$ cat config.mk
export PLATFORM = sky130hd
export DESIGN_NAME = segtree_ctrl
export DESIGN_NICKNAME = d
export VERILOG_FILES = /design/src/rtl/core/segtree_pkg.sv /design/src/rtl/core/segtree_ctrl.sv
export SDC_FILE = /design/constraint.sdc
export NUM_CORES = 1
export LEC_CHECK = 0
export BUFFER_PORTS_ARGS = -buffer_cell sky130_fd_sc_hd__buf_2
export CAP_MARGIN = 15
export CORE_AREA = 4 4 41 43
export CTS_BUF_LIST = sky130_fd_sc_hd__clkbuf_8
export CTS_CLUSTER_SIZE = 40
export DETAILED_ROUTE_END_ITERATION = 16
export DIE_AREA = 0 0 45 47
export PLACE_DENSITY_LB_ADDON = 0.15
export SETUP_SLACK_MARGIN = 0.02
export SLEW_MARGIN = 0
export SYNTH_ARGS = -nofsm -noshare
export SYNTH_HDL_FRONTEND = slang
export SYNTH_SLANG_ARGS = --single-unit
$ cat constraint.sdc
create_clock -name clk -period 1.6 [get_ports clk]
set_clock_uncertainty 0.1 [all_clocks]
set_input_delay 0.16 -clock clk [delete_from_list [all_inputs] [get_ports clk]]
set_output_delay 0.16 -clock clk [all_outputs]
set_load 0.01 [all_outputs]
$ cat src/rtl/core/segtree_pkg.sv
`timescale 1ns / 1ps
// ----------------------------------------------------------------------------
// segtree_pkg
// Shared constants, state and command types for the segment tree block.
// ----------------------------------------------------------------------------
package segtree_pkg;

  localparam int MAX_LEAVES = 1024;
  localparam int DEPTH      = 2 * MAX_LEAVES;
  localparam int ADDR_W     = $clog2(DEPTH);
  localparam int BND_W      = ADDR_W + 1;
  localparam int N_W        = $clog2(MAX_LEAVES + 1);
  localparam int CFG_W      = 11;
  localparam int IDX_W      = 10;
  localparam int VAL_W      = 32;
  localparam int SUM_W      = 64;
  localparam int CFG_RESET  = 1024;

  typedef enum logic [0:0] {
    CMD_ADD   = 1'b0,
    CMD_QUERY = 1'b1
  } command_t;

  typedef enum logic [3:0] {
    OP_NONE,
    OP_CLEAR,
    OP_LOAD,
    OP_START,
    OP_WR_LEAF,
    OP_RD_SIB,
    OP_WR_PARENT,
    OP_SHIFT,
    OP_RD_A,
    OP_RD_B,
    OP_TAKE_A,
    OP_TAKE_B
  } dp_op_t;

  typedef enum logic [3:0] {
    S_CLEAR,
    S_IDLE,
    S_CHECK,
    S_ADD_LEAF,
    S_ADD_RD,
    S_ADD_WR,
    S_Q_TEST,
    S_Q_TAKE_A,
    S_Q_TAKE_B,
    S_DONE
  } state_t;

  typedef struct packed {
    dp_op_t op;
    logic   load_out;
  } dp_cmd_t;

  typedef struct packed {
    logic err;
    logic is_query;
    logic k_top;
    logic a_lt_b;
    logic a_odd;
    logic b_odd;
    logic clr_last;
  } dp_status_t;

endpackage

$ cat src/rtl/core/segtree_ctrl.sv
`timescale 1ns / 1ps
// ----------------------------------------------------------------------------
// segtree_ctrl
// Controller: clearing pass, command sequencing and the result handshake.
// ----------------------------------------------------------------------------
module segtree_ctrl (
  input  logic                    clk,
  input  logic                    rst,
  input  logic                    in_valid,
  output logic                    in_ready,
  output logic                    out_valid,
  input  logic                    out_ready,
  output segtree_pkg::dp_cmd_t    cmd,
  input  segtree_pkg::dp_status_t status
);

  segtree_pkg::state_t state;
  segtree_pkg::state_t state_next;

  always_ff @(posedge clk) begin
    if (rst) begin
      state     <= segtree_pkg::S_CLEAR;
      out_valid <= 1'b0;
    end else begin
      state <= state_next;
      if (cmd.load_out) begin
        out_valid <= 1'b1;
      end else if (out_ready) begin
        out_valid <= 1'b0;
      end
    end
  end

  always_comb begin
    state_next   = state;
    cmd.op       = segtree_pkg::OP_NONE;
    cmd.load_out = 1'b0;
    in_ready     = 1'b0;
    case (state)
      segtree_pkg::S_CLEAR: begin
        cmd.op = segtree_pkg::OP_CLEAR;
        if (status.clr_last) begin
          state_next = segtree_pkg::S_IDLE;
        end
      end
      segtree_pkg::S_IDLE: begin
        in_ready = 1'b1;
        if (in_valid) begin
          cmd.op     = segtree_pkg::OP_LOAD;
          state_next = segtree_pkg::S_CHECK;
        end
      end
      segtree_pkg::S_CHECK: begin
        cmd.op = segtree_pkg::OP_START;
        if (status.err) begin
          state_next = segtree_pkg::S_DONE;
        end else if (status.is_query) begin
          state_next = segtree_pkg::S_Q_TEST;
        end else begin
          state_next = segtree_pkg::S_ADD_LEAF;
        end
      end
      segtree_pkg::S_ADD_LEAF: begin
        cmd.op     = segtree_pkg::OP_WR_LEAF;
        state_next = segtree_pkg::S_ADD_RD;
      end
      segtree_pkg::S_ADD_RD: begin
        if (status.k_top) begin
          state_next = segtree_pkg::S_DONE;
        end else begin
          cmd.op     = segtree_pkg::OP_RD_SIB;
          state_next = segtree_pkg::S_ADD_WR;
        end
      end
      segtree_pkg::S_ADD_WR: begin
        cmd.op     = segtree_pkg::OP_WR_PARENT;
        state_next = segtree_pkg::S_ADD_RD;
      end
      segtree_pkg::S_Q_TEST: begin
        if (!status.a_lt_b) begin
          state_next = segtree_pkg::S_DONE;
        end else if (status.a_odd) begin
          cmd.op     = segtree_pkg::OP_RD_A;
          state_next = segtree_pkg::S_Q_TAKE_A;
        end else if (status.b_odd) begin
          cmd.op     = segtree_pkg::OP_RD_B;
          state_next = segtree_pkg::S_Q_TAKE_B;
        end else begin
          cmd.op = segtree_pkg::OP_SHIFT;
        end
      end
      segtree_pkg::S_Q_TAKE_A: begin
        cmd.op = segtree_pkg::OP_TAKE_A;
        if (status.b_odd) begin
          state_next = segtree_pkg::S_Q_TAKE_B;
        end else begin
          state_next = segtree_pkg::S_Q_TEST;
        end
      end
      segtree_pkg::S_Q_TAKE_B: begin
        cmd.op     = segtree_pkg::OP_TAKE_B;
        state_next = segtree_pkg::S_Q_TEST;
      end
      segtree_pkg::S_DONE: begin
        if (!out_valid || out_ready) begin
          cmd.load_out = 1'b1;
          state_next   = segtree_pkg::S_IDLE;
        end
      end
      default: begin
        state_next = segtree_pkg::S_IDLE;
      end
    endcase
  end

endmodule

## Word level (Yosys, flattened, before mapping)

Index checks and enable logic that the tools add are counted.

- Output and inout port bits: 7
- Input port bits: 11
- Flip-flop bits (word level): 5
- Word-level logic and storage cells: 43

- Reductions and logical operators: 6
- Muxes and demuxes: 22
- Eq/ne operators: 13

Operators with widths:

| operator | number |
|---|---|
| $pmux 4 s9 | 2 |
| $mux 4 | 12 |
| $eq 4x3->1 const B | 4 |
| $eq 4x2->1 const B | 2 |
| $eq 4x4->1 const B | 2 |
| $mux 3 | 2 |
| $ne 2x2->1 const B | 3 |
| $mux 1 | 5 |
| $eq 4x1->1 const B | 1 |
| $logic_not 4->1 | 1 |
| $ne 4x4->1 const B | 1 |
| $reduce_and 4->1 | 1 |
| $mux 2 | 1 |
| $reduce_bool 2->1 | 1 |
| $reduce_or 2->1 | 1 |
| $logic_not 1->1 | 1 |
| $logic_or 1x1->1 | 1 |

## Depth between registers and ports, before layout

Gate-level depths: netlist of run 1.

- Depth after elaboration: 5
- Gate-level depth with buffers: 6
- Depth with buffers taken out: 4

## Worst setup path after synthesis of run 1

No wires, ideal clock.

- Path type: register to output
- Start point: reg state[1]
- End point: out cmd[2] (netlist name)
- Stages on the path, launching flop included: 6
- Data arrival time: 1.259 ns
- Required time: 1.340 ns
- Path buffers: 2
- Path slack: 0.081 ns
- Path through: dfxtp_1 > buf_2 > buf_2 > a31oi_1 > o221a_2 > o21ai_0

RTL lines:

| what | RTL line | RTL |
|---|---|---|
| start: declaration | segtree_ctrl.sv:17 | `segtree_pkg::state_t state;` |
| start signal: assignment | segtree_ctrl.sv:22 | `state <= segtree_pkg::S_CLEAR;` |
| start signal: assignment | segtree_ctrl.sv:25 | `state <= state_next;` |
| end: declaration | segtree_ctrl.sv:13 | `output segtree_pkg::dp_cmd_t cmd,` |

==> results of run 1 <==
==> cell families after synthesis <==
family / synth area share
AOI/OAI and AO/OA: 0.319
DFF: 0.196
and+or+nand+nor: 0.424
buffers and inverters: 0.0613
==> timing repair <==
action,CTS,global route
endpoints found under the setup margin,2,5
resized for setup,4,2
buffers inserted,1,0
endpoints found under the hold margin,0,0
hold buffers,0,0
==> layout make-up <==
| type | instances | area (um2) |
|---|---|---|
| clock buffers | 3 | 41.3 |
| clock inverters | 1 | 3.75 |
| fillers | 134 | 569 |
| inverters | 2 | 7.51 |
| multi-input cells | 61 | 390 |
| flip-flops and latches | 5 | 104 |
| well taps | 15 | 18.8 |
| repair buffers | 27 | 166 |
==> how the worst max path moves through the flow <==
stage / startpoint / endpoint / slack [ns] / depth (start not counted)
floorplan: state[1] / cmd[2] / 0.08 / 5
global placement: status[2] / cmd[3] / 0.05 / 5
detailed placement: status[2] / cmd[3] / 0.05 / 5
CTS: state[1] / cmd[3] / -0.17 / 4
global route: state[1] / cmd[3] / -0.20 / 4
finish: state[1] / cmd[3] / -0.15 / 4
==> synth_stat cells (2+ instances only) <==
cell type,n
inv_1,2
buf_2,4
nor3_1,3
nand2_1,12
nor2b_1,4
nor2_1,6
a211oi_1,2
nand3b_1,2
o21bai_1,2
a21oi_1,6
o21ai_0,4
dfxtp_1,5
==> power by group <==
| part | leakage, uW | switching [uW] | total (uW) | internal, uW |
|---|---|---|---|---|
| Clock | 0.0000269 | 59.7 | 224 | 164 |
| Combinational | 0.000256 | 45.6 | 94.9 | 49.3 |
| Sequential | 0.0000419 | 6.50 | 136 | 130 |
==> flip-flops by register name, summed over array words and instances (netlist names) <==
| signal | flops |
|---|---|
| state | 4 |
| out_valid | 1 |
==> metrics by stage <==
| step | instance area (um2) | power [uW] |
|---|---|---|
| floorplan | 510 | 188 |
| global placement | 658 | 232 |
| detailed placement | 658 | 231 |
| CTS | 723 | 464 |
| global route | 732 | 475 |
| finish | 732 | 455 |
==> layer usage <==
layer / vias to the layer above / wire [um] / GRT usage
met2: 12 / 670 / 0.232
met1: 271 / 659 / 0.196
met5: - / 0 / 0
li1: 319 / - / -
met3: 2 / 60 / 0.0115
met4: 0 / 17 / 0.0877
==> critical path: stages, from the launching register on <==
cell	delay (ns)
dfxtp_2	0.31
and3b_1	0.17
or4b_4	0.49
a31oi_4	0.17
buf_6	0.12
==> metrics.md, run 1 <==
| Metric | Value |
|---|---|
| Pwr dens | 622 mW/mm2 |
| Area leader, netlist | dfxtp_1 |
| Fin. max-slew vios | 0 |
| Routed WL per cell | 12.3 um |
| Number of H-tree levels | 1 |
| Total Wirelength | 1.41 mm |
| RSZ-0062 raised after global routing | true |
| Syn Nets | 84 |
| Final non-filler cell total | 114 |
| Most frequent cells in the layout | buf_2, nand2_1, buf_4 |
| Reg2reg start | state[1] |
| Crit path max fanout | 2 |
| Fin util | 0.563 |
| Clk sinks | 5 |
| GRT Total Usage | 0.147 |
| Final worst setup slack | -0.152 ns |
| Place WS | 0.0479 ns |
| Final setup TNS | -0.205 ns |
| Clk slew on worst S/H paths | 0.03 ns |
| WP data required | 1.34 ns |
| Die Area | around 0.0021 mm2 |
| EDFF count, synth | 0 |
| Mapped Area | 510 um2 |
| HP Start | in_valid |
| DRC viols | 0 |
| Max-cap violations | 0 |
| Diode count | 0 |
| Die width | 45 um |
| Highest clock rate | 571 MHz |
| 1st-iter DRT viols | 12 |
| Layout cell share with drive strength beyond 1 | 0.394 |
| Core ar. | 0.00130 mm2 |
| Placed cell count | 109 |
| Tcrit/Tclk final | 1.10 |
| Layout area overhead | 43.4% |
| Boundary Pins | 18 |
| R2R Setup Slk | -0.03 ns |
| CTS buffer count | 3 |
| Detailed Place HPWL | 1.08 mm |
| Starting Density | 0.392 |
| Fin. Hold Viols | 0 |
| Yosys reg bits | 5 |
| R2R Path End | state[1] |
| Core Rows | 13 |
| Initial antenna violation count | 0 |
| Distinct cells, synth | 33 |
| Worst Hold End | state[0] |
| TritonCTS clock tree | yes |
| Minimum clock period | between 1.5 and 2 ns |
| RePlAce Congestion | 0.801 |
| First-pass GRT wire length | 2.30 mm |
| DR vias/cell | roughly 5.3 |
| Status | finished with violations |
| Final Net Count | 111 |
| Main synth FF type | dfxtp_1 |
| Peak VDD IR | 555 uV |
| R2R cell count | 5 |
| Slew @ Worst Pin | roughly 0.35 ns |
| Clock tree buffer depth | 2 |
| DR pass1 iterations | 4 |
| Dominant cells by area after synthesis | dfxtp_1, nand2_1, a21oi_1 |
| GRT overflow | 0 |
| Mapped Cells | 73 |
| Rel. slew slack | 0.761 |
| CP endpoint kind | output pin |
| Root Driver | clkbuf_8 |
| Final setup viols | 3 |
| Failing checks | setup timing |
| Worst EP arrival | 1.49 ns |
| Clock Latency Late Sink | 0.22 ns |
| Async SR Flop Fraction | 0 |
| Total number of vias | 604 |
| Min Hold Slack | 0.0665 ns |
| CP Class | reg2out |
| Min-Delay Path Depth | 2 |
| Largest net degree at the start of global routing | 21 |
| Most common cell after layout, fill and taps aside | buf_2 |
| Synthesized area per cell | 6.99 um2 |
| Min-Delay Path Class | in2reg |
| Number of global-route vias before repair | 573 |
| Routed Antenna Nets | 0 |
| Port-buffer cells | 17 |
| Crit start category | register |
| Die height | approximately 47 um |
| Ys Warns | 0 |
| Leak Pwr | 0.000325 uW |
| Synth top area share | 0.196 |
| Register area share after synthesis | 0.196 |
No activity file was read; power rests on OpenSTA's default activity.
==> run 2: changes to the inputs <==
Settings changed: MAX_ROUTING_LAYER set to met4.
==> run 2 against run 1 <==
- total power is essentially flat
- cell count is the same
- wire length is the same
- the run still ends with setup timing left
- sequential share of layout area is the same
- non-clock buffer count is the same
==> metrics.md, run 2 (synthesis gave the netlist of run 1 again) <==
| Metric | Value |
|---|---|
| DRC viols | 0 (unchanged) |
| Final worst setup slack | -0.152 ns (-0.00000400 ns) |
| Min-Delay Path Class | in2reg |
| Layout cell share with drive strength beyond 1 | 0.394 (unchanged) |
| Root Driver | clkbuf_8 |
| WP data required | 1.34 ns (about the same) |
| Max-cap violations | 0 (unchanged) |
| Place WS | 0.0479 ns (unchanged) |
| RSZ-0062 raised after global routing | true |
| First-pass GRT wire length | 2.30 mm (unchanged) |
| Minimum clock period | 1.75 ns (+0.00000400 ns) |
| Die Area | 0.00212 mm2 (unchanged) |
| Rel. slew slack | 0.761 (unchanged) |
| Final Net Count | 111 (unchanged) |
| Total Wirelength | 1.41 mm (unchanged) |
| Boundary Pins | 18 (unchanged) |
| R2R Setup Slk | -0.03 ns (about the same) |
| CP Class | reg2out |
| Reg2reg start | state[1] |
| DR vias/cell | 5.30 (unchanged) |
| Fin. Hold Viols | 0 (unchanged) |
| Slew @ Worst Pin | 0.354 ns (unchanged) |
| Routed Antenna Nets | 0 (unchanged) |
| Min-Delay Path Depth | 2 (unchanged) |
| Cell Chain, Critical Path | and3b_1 -> or4b_4 -> a31oi_4 -> buf_6 |
| Status | finished with violations |
| Starting Density | 0.392 (unchanged) |
| Leak Pwr | 0.000325 uW (unchanged) |
| Peak VDD IR | 555 uV (unchanged) |
| 1st-iter DRT viols | 12 (unchanged) |
| Placed cell count | 109 (unchanged) |
| Die width | 45 um (unchanged) |
| Die height | 47 um (unchanged) |
| RePlAce Congestion | 0.813 (+1.4%) |
| Total number of vias | 604 (unchanged) |
| Diode count | 0 (unchanged) |
| GRT Total Usage | 0.152 (+0.00481) |
| CP endpoint kind | output pin |
| Core Rows | 13 (unchanged) |
| R2R Path End | state[1] |
| DR pass1 iterations | 4 (unchanged) |
| Most common cell after layout, fill and taps aside | buf_2 |
| Worst EP arrival | 1.49 ns (about the same) |
| Port-buffer cells | 17 (unchanged) |
| R2R cell count | 5 (unchanged) |
| Crit start category | register |
| Final setup viols | 3 (unchanged) |
| Core ar. | 0.00130 mm2 (unchanged) |
| HP Start | in_valid |
| Number of global-route vias before repair | 572 (-0.17%) |
| Most frequent cells in the layout | buf_2, nand2_1, buf_4 |
| Clk sinks | 5 (unchanged) |
| GRT overflow | 0 (unchanged) |
| Top Registers | state (4), out_valid (1) |
| Tcrit/Tclk final | 1.10 (about the same) |
| Max reg flops | 4 (unchanged) |
| Pwr Total | 455 uW (about the same) |
| Worst path max stage delay | 0.49 ns (about the same) |
| Clock Latency Late Sink | 0.22 ns (about the same) |
| Clock tree buffer depth | 2 (unchanged) |
| Biggest register | state |
| Fillers | 134 (unchanged) |
| Number of H-tree levels | 1 (unchanged) |
| CTS buffer count | 3 (unchanged) |
| TritonCTS clock tree | yes |
| Largest net degree at the start of global routing | 21 (unchanged) |
| CP top delay family | simple AND/OR/NAND/NOR gates |
| Final non-filler cell total | 114 (unchanged) |
| Failing checks | setup timing |
| Routed WL per cell | 12.3 um (unchanged) |
| Layout area overhead | 43.4% (unchanged) |
| Slowest-stage cell, CP | or4b_4 |
| Detailed Place HPWL | 1.08 mm (unchanged) |
| Pwr dens | 622 mW/mm2 (about the same) |
| Worst Hold End | state[0] |
| Fin. max-slew vios | 0 (unchanged) |
| Crit path max fanout | 2 (unchanged) |
| Highest clock rate | 571 MHz (about the same) |
| Clk slew on worst S/H paths | 0.03 ns (about the same) |
| Buffers & Inverters on Critical Path | 1 (unchanged) |
| Initial antenna violation count | 0 (unchanged) |
-- run 2: cell counts in the layout (fill, tap and decap cells not counted) --
No cell type changed its count.
-- run 2: metal layers --
metal,vias up,wire (um),GRT usage
met1,271,659,0.196
li1,319,-,-
met5,-,0,-
met4,0,17,0.0877
met3,2,59,0.0115
met2,12,671,0.232
-- run 2: final cells by class --
cell class | instances | area, um2 | area share
clock buffers | 3 | 41.3 | 0.0564
flip-flops and latches | 5 | 104 | 0.142
repair buffers | 27 | 166 | 0.227
well taps | 15 | 18.8 | 0.0256
clock inverters | 1 | 3.75 | 0.00513
inverters | 2 | 7.51 | 0.0103
multi-input cells | 61 | 390 | 0.533
-- run 2: worst max-delay path by stage --
stage | from | end | slack [ns] | cells past startpoint
after CTS | state[1] | cmd[3] | -0.17 | 4
after floorplan | state[1] | cmd[2] | 0.08 | 5
after detailed placement | status[2] | cmd[3] | 0.05 | 5
after global placement | status[2] | cmd[3] | 0.05 | 5
after global routing | state[1] | cmd[3] | -0.20 | 4
final | state[1] | cmd[3] | -0.15 | 4
-- run 2: where the power goes --
group          switching (uW)  total [uW]  internal [uW]
logic                    45.6        94.9           49.3
registers                6.50         136            130
clock network            59.6         224            164
-- run 2: stage by stage --
| step | setup TNS, ns | util | hold WS, ns | cell area [um2] |
|---|---|---|---|---|
| final | -0.205 | 0.563 | 0.0665 | 732 |
| after global routing | -0.407 | 0.563 | 0.0755 | 732 |
| after CTS | -0.227 | 0.556 | 0.0652 | 723 |
| after detailed placement | 0 | 0.506 | 0.306 | 658 |
| after global placement | 0 | 0.506 | 0.315 | 658 |
| after floorplan | 0 | - | 0.129 | 510 |
-- run 2: timing repair --
item / CTS / global route
endpoints found under the setup margin: 2 / 5
buffers inserted: 1 / 0
resized for setup: 4 / 2
hold buffers: 0 / 0
==> run 3: changes to the inputs <==
Settings changed: ABC_AREA set to 1.
==> run 3 against run 2 <==
- utilization grew 13 points
- first-iteration DRC count grew 130%
- global-route usage grew 4.2 points
- clock-buffer cell count is the same
- register-to-register slack gained 0.09 ns
- worst hold slack lost 0.015 ns
- sequential cell count is the same
- area after synthesis grew 8.3%
- largest cell class unchanged
- sequential power grew 58%
- combinational power grew to 7.7 times the previous value
- die area is the same
- critical endpoint is now cmd[1]
- the flow now finishes without violations
==> metrics.md, run 3 <==
| Metric | Value |
|---|---|
| Status | completed |
| Root Driver | clkbuf_8 |
| Boundary Pins | 18 (unchanged) |
| First-pass GRT wire length | 2.96 mm (+29%) |
| Multi-input logic area | 430 um2 (+10%) |
| Yosys reg bits | 5 (unchanged) |
| Diode count | 0 (unchanged) |
| Ys Warns | 0 (unchanged) |
| DR vias/cell | 5.19 (-2.0%) |
| Largest net degree at the start of global routing | 7 (-67%) |
| Total Wirelength | 1.99 mm (+42%) |
| Routed WL per cell | 12.2 um (-0.93%) |
| Number of H-tree levels | 1 (unchanged) |
| Hold buffer count at cts | 0 (unchanged) |
| Max-cap violations | 0 (unchanged) |
| Die height | 47 um (unchanged) |
| WP data required | 1.34 ns (about the same) |
| Place WS | 0.0782 ns (+0.0303 ns) |
| Dominant cells by area after synthesis | nand2_1, dfxtp_1, nor2_1 |
| Top Registers | state (4), out_valid (1) |
| Core Rows | 13 (unchanged) |
| Placed cell area | 672 um2 (+2.1%) |
| Most frequent cells in the layout | nand2_1, nor2_1, buf_2 |
| Sequential cell area | 113 um2 (+8.4%) |
| Fin. max-slew vios | 0 (unchanged) |
| Fin. Hold Viols | 0 (unchanged) |
| Syn Nets | 120 (+43%) |
| Most common cell after layout, fill and taps aside | nand2_1 |
| Number of global-route vias before repair | 740 (+29%) |
| Slew @ Worst Pin | 0.318 ns (-0.0363 ns) |
| RSZ-0062 raised after global routing | true |
| Leak Pwr | 0.000534 uW (+64%) |
| Top cells by count, synth | nand2_1, nor2_1, inv_1 |
| Biggest register | state |
| Design area | 905 um2 (+24%) |
| Synth top area share | 0.265 (+0.0686) |
| Clock Latency Late Sink | 0.22 ns (about the same) |
| Min-Delay Path Class | in2reg |
| Final setup viols | 0 (-3) |
| Total number of vias | 846 (+40%) |
| Highest clock rate | 631 MHz (+11%) |
| Layout area overhead | 63.6% |
| Peak VDD IR | 604 uV (+9.0%) |
| Pwr dens | 1310 mW/mm2 (+110%) |
| Core ar. | 0.00130 mm2 (unchanged) |
| RePlAce Congestion | 0.896 (+10%) |
| Final Net Count | 160 (+44%) |
| Starting Density | 0.425 (+0.0327) |
| Initial antenna violation count | 0 (unchanged) |
| Die width | 45 um (unchanged) |
| Async SR Flop Fraction | 0 (unchanged) |
| Clk slew on worst S/H paths | 0.04 ns (about the same) |
| Final worst setup slack | 0.0147 ns (+0.167 ns) |
| Distinct cells, synth | 16 (-52%) |
| Tcrit/Tclk final | 0.991 (-0.104) |
| Die Area | 0.00212 mm2 (unchanged) |
| Fillers | 107 (-20%) |
| Mapped Cells | 109 (+49%) |
| Crit start category | register |
| Clk sinks | 5 (unchanged) |
| EDFF count, synth | 0 (unchanged) |
| Detailed Place HPWL | 1.26 mm (+17%) |
| Synthesized area per cell | 5.07 um2 (-27%) |
| TritonCTS clock tree | yes |
| Main synth FF type | dfxtp_1 |
| Mapped Area | 553 um2 (+8.3%) |
| Minimum clock period | 1.59 ns (-0.167 ns) |
| Worst EP arrival | 1.33 ns (-0.16 ns) |
| CP Class | reg2out |
| Clock tree buffer depth | 2 (unchanged) |
| Routed Antenna Nets | 0 (unchanged) |
| Layout cell share with drive strength beyond 1 | 0.426 (+0.0317) |
| Crit path max fanout | 4 (+2) |
| Register area share after synthesis | 0.181 (-0.0151) |
| DR pass1 iterations | 4 (unchanged) |
| Area leader, netlist | nand2_1 |
| Top-count cell post-synth | nand2_1 |
| GRT Total Usage | 0.194 (+0.0422) |
| CP endpoint kind | output pin |
| Rel. slew slack | 0.786 (+0.0255) |
| DRC viols | 0 (unchanged) |
| Max reg flops | 4 (unchanged) |
| 1st-iter DRT viols | 28 (+16) |
| Port-buffer cells | 17 (unchanged) |
| CTS buffer count | 3 (unchanged) |
| GRT overflow | 0 (unchanged) |
-- run 3: cell count changes after synthesis, sizes merged, moves of 4 or more --
cell / change
inv: +15
nor2: +20
buf: -4
nand3: +7
nor2b: -4
nand2: +28
-- run 3: critical path, cell delays in order, from the launching register on --
cell	delay, ns
dfxtp_4	0.36
inv_4	0.06
nor2_4	0.04
buf_6	0.12
nand3b_1	0.13
nand4_1	0.10
a21o_1	0.16
buf_2	0.13
-- run 3: final timing paths --
| path | startpoint | to | slack [ns] | cells past startpoint |
|---|---|---|---|---|
| setup / recovery | state[2] | cmd[1] | 0.01 | 7 |
| hold / removal | rst | state[3] | 0.05 | 2 |
| setup reg to reg | state[1] | state[3] | 0.06 | 11 |
| hold reg to reg | out_valid | out_valid | 0.50 | 4 |
-- run 3: final cells by class --
type	count	share of cell area
Multi-Input combinational cell	87	0.476
Timing Repair Buffer	35	0.252
Sequential cell	5	0.124
Inverter	17	0.0761
Clock buffer	3	0.0456
Tap cell	15	0.0207
Clock inverter	1	0.00553
-- run 3: report_power, final --
group / switching, uW / internal [uW] / total (uW)
clock: 67.9 / 168 / 236
combinational: 413 / 320 / 733
sequential: 49.1 / 165 / 215
-- run 3: repair_timing --
action | 4_1_cts | 5_1_grt
gates cloned | 0 | 0
gates resized for setup | 9 | 18
setup buffers | 11 | 5
setup endpoints to repair | 3 | 6
pin swaps | 4 | 6
-- run 3: cell families after synthesis --
logic type / after synthesis / share of synthesized area
and+or+nand+nor: 81 / 0.645
buffers and inverters: 17 / 0.115
AOI/OAI and AO/OA: 6 / 0.0588
DFF: 5 / 0.181
-- run 3: per-stage QoR --
stage	setup TNS (ns)	utilization	hold slack, ns	cells	total power (uW)
detailed placement	0	0.516	0.280	143	755
floorplan	0	-	0.129	109	569
global placement	0	0.516	0.281	143	744
CTS	0	0.629	0.0436	158	1090
finish	0	0.695	0.0515	163	1180
global route	-0.107	0.695	0.0499	163	1270
-- run 3: routing by layer --
| layer | GRT usage | vias to the layer above | routed length, um |
|---|---|---|---|
| met1 | 0.225 | 397 | 880 |
| met4 | 0.0409 | 0 | 0 |
| li1 | - | 412 | - |
| met3 | 0.0536 | 0 | 129 |
| met2 | 0.333 | 37 | 983 |
| met5 | - | - | 0 |
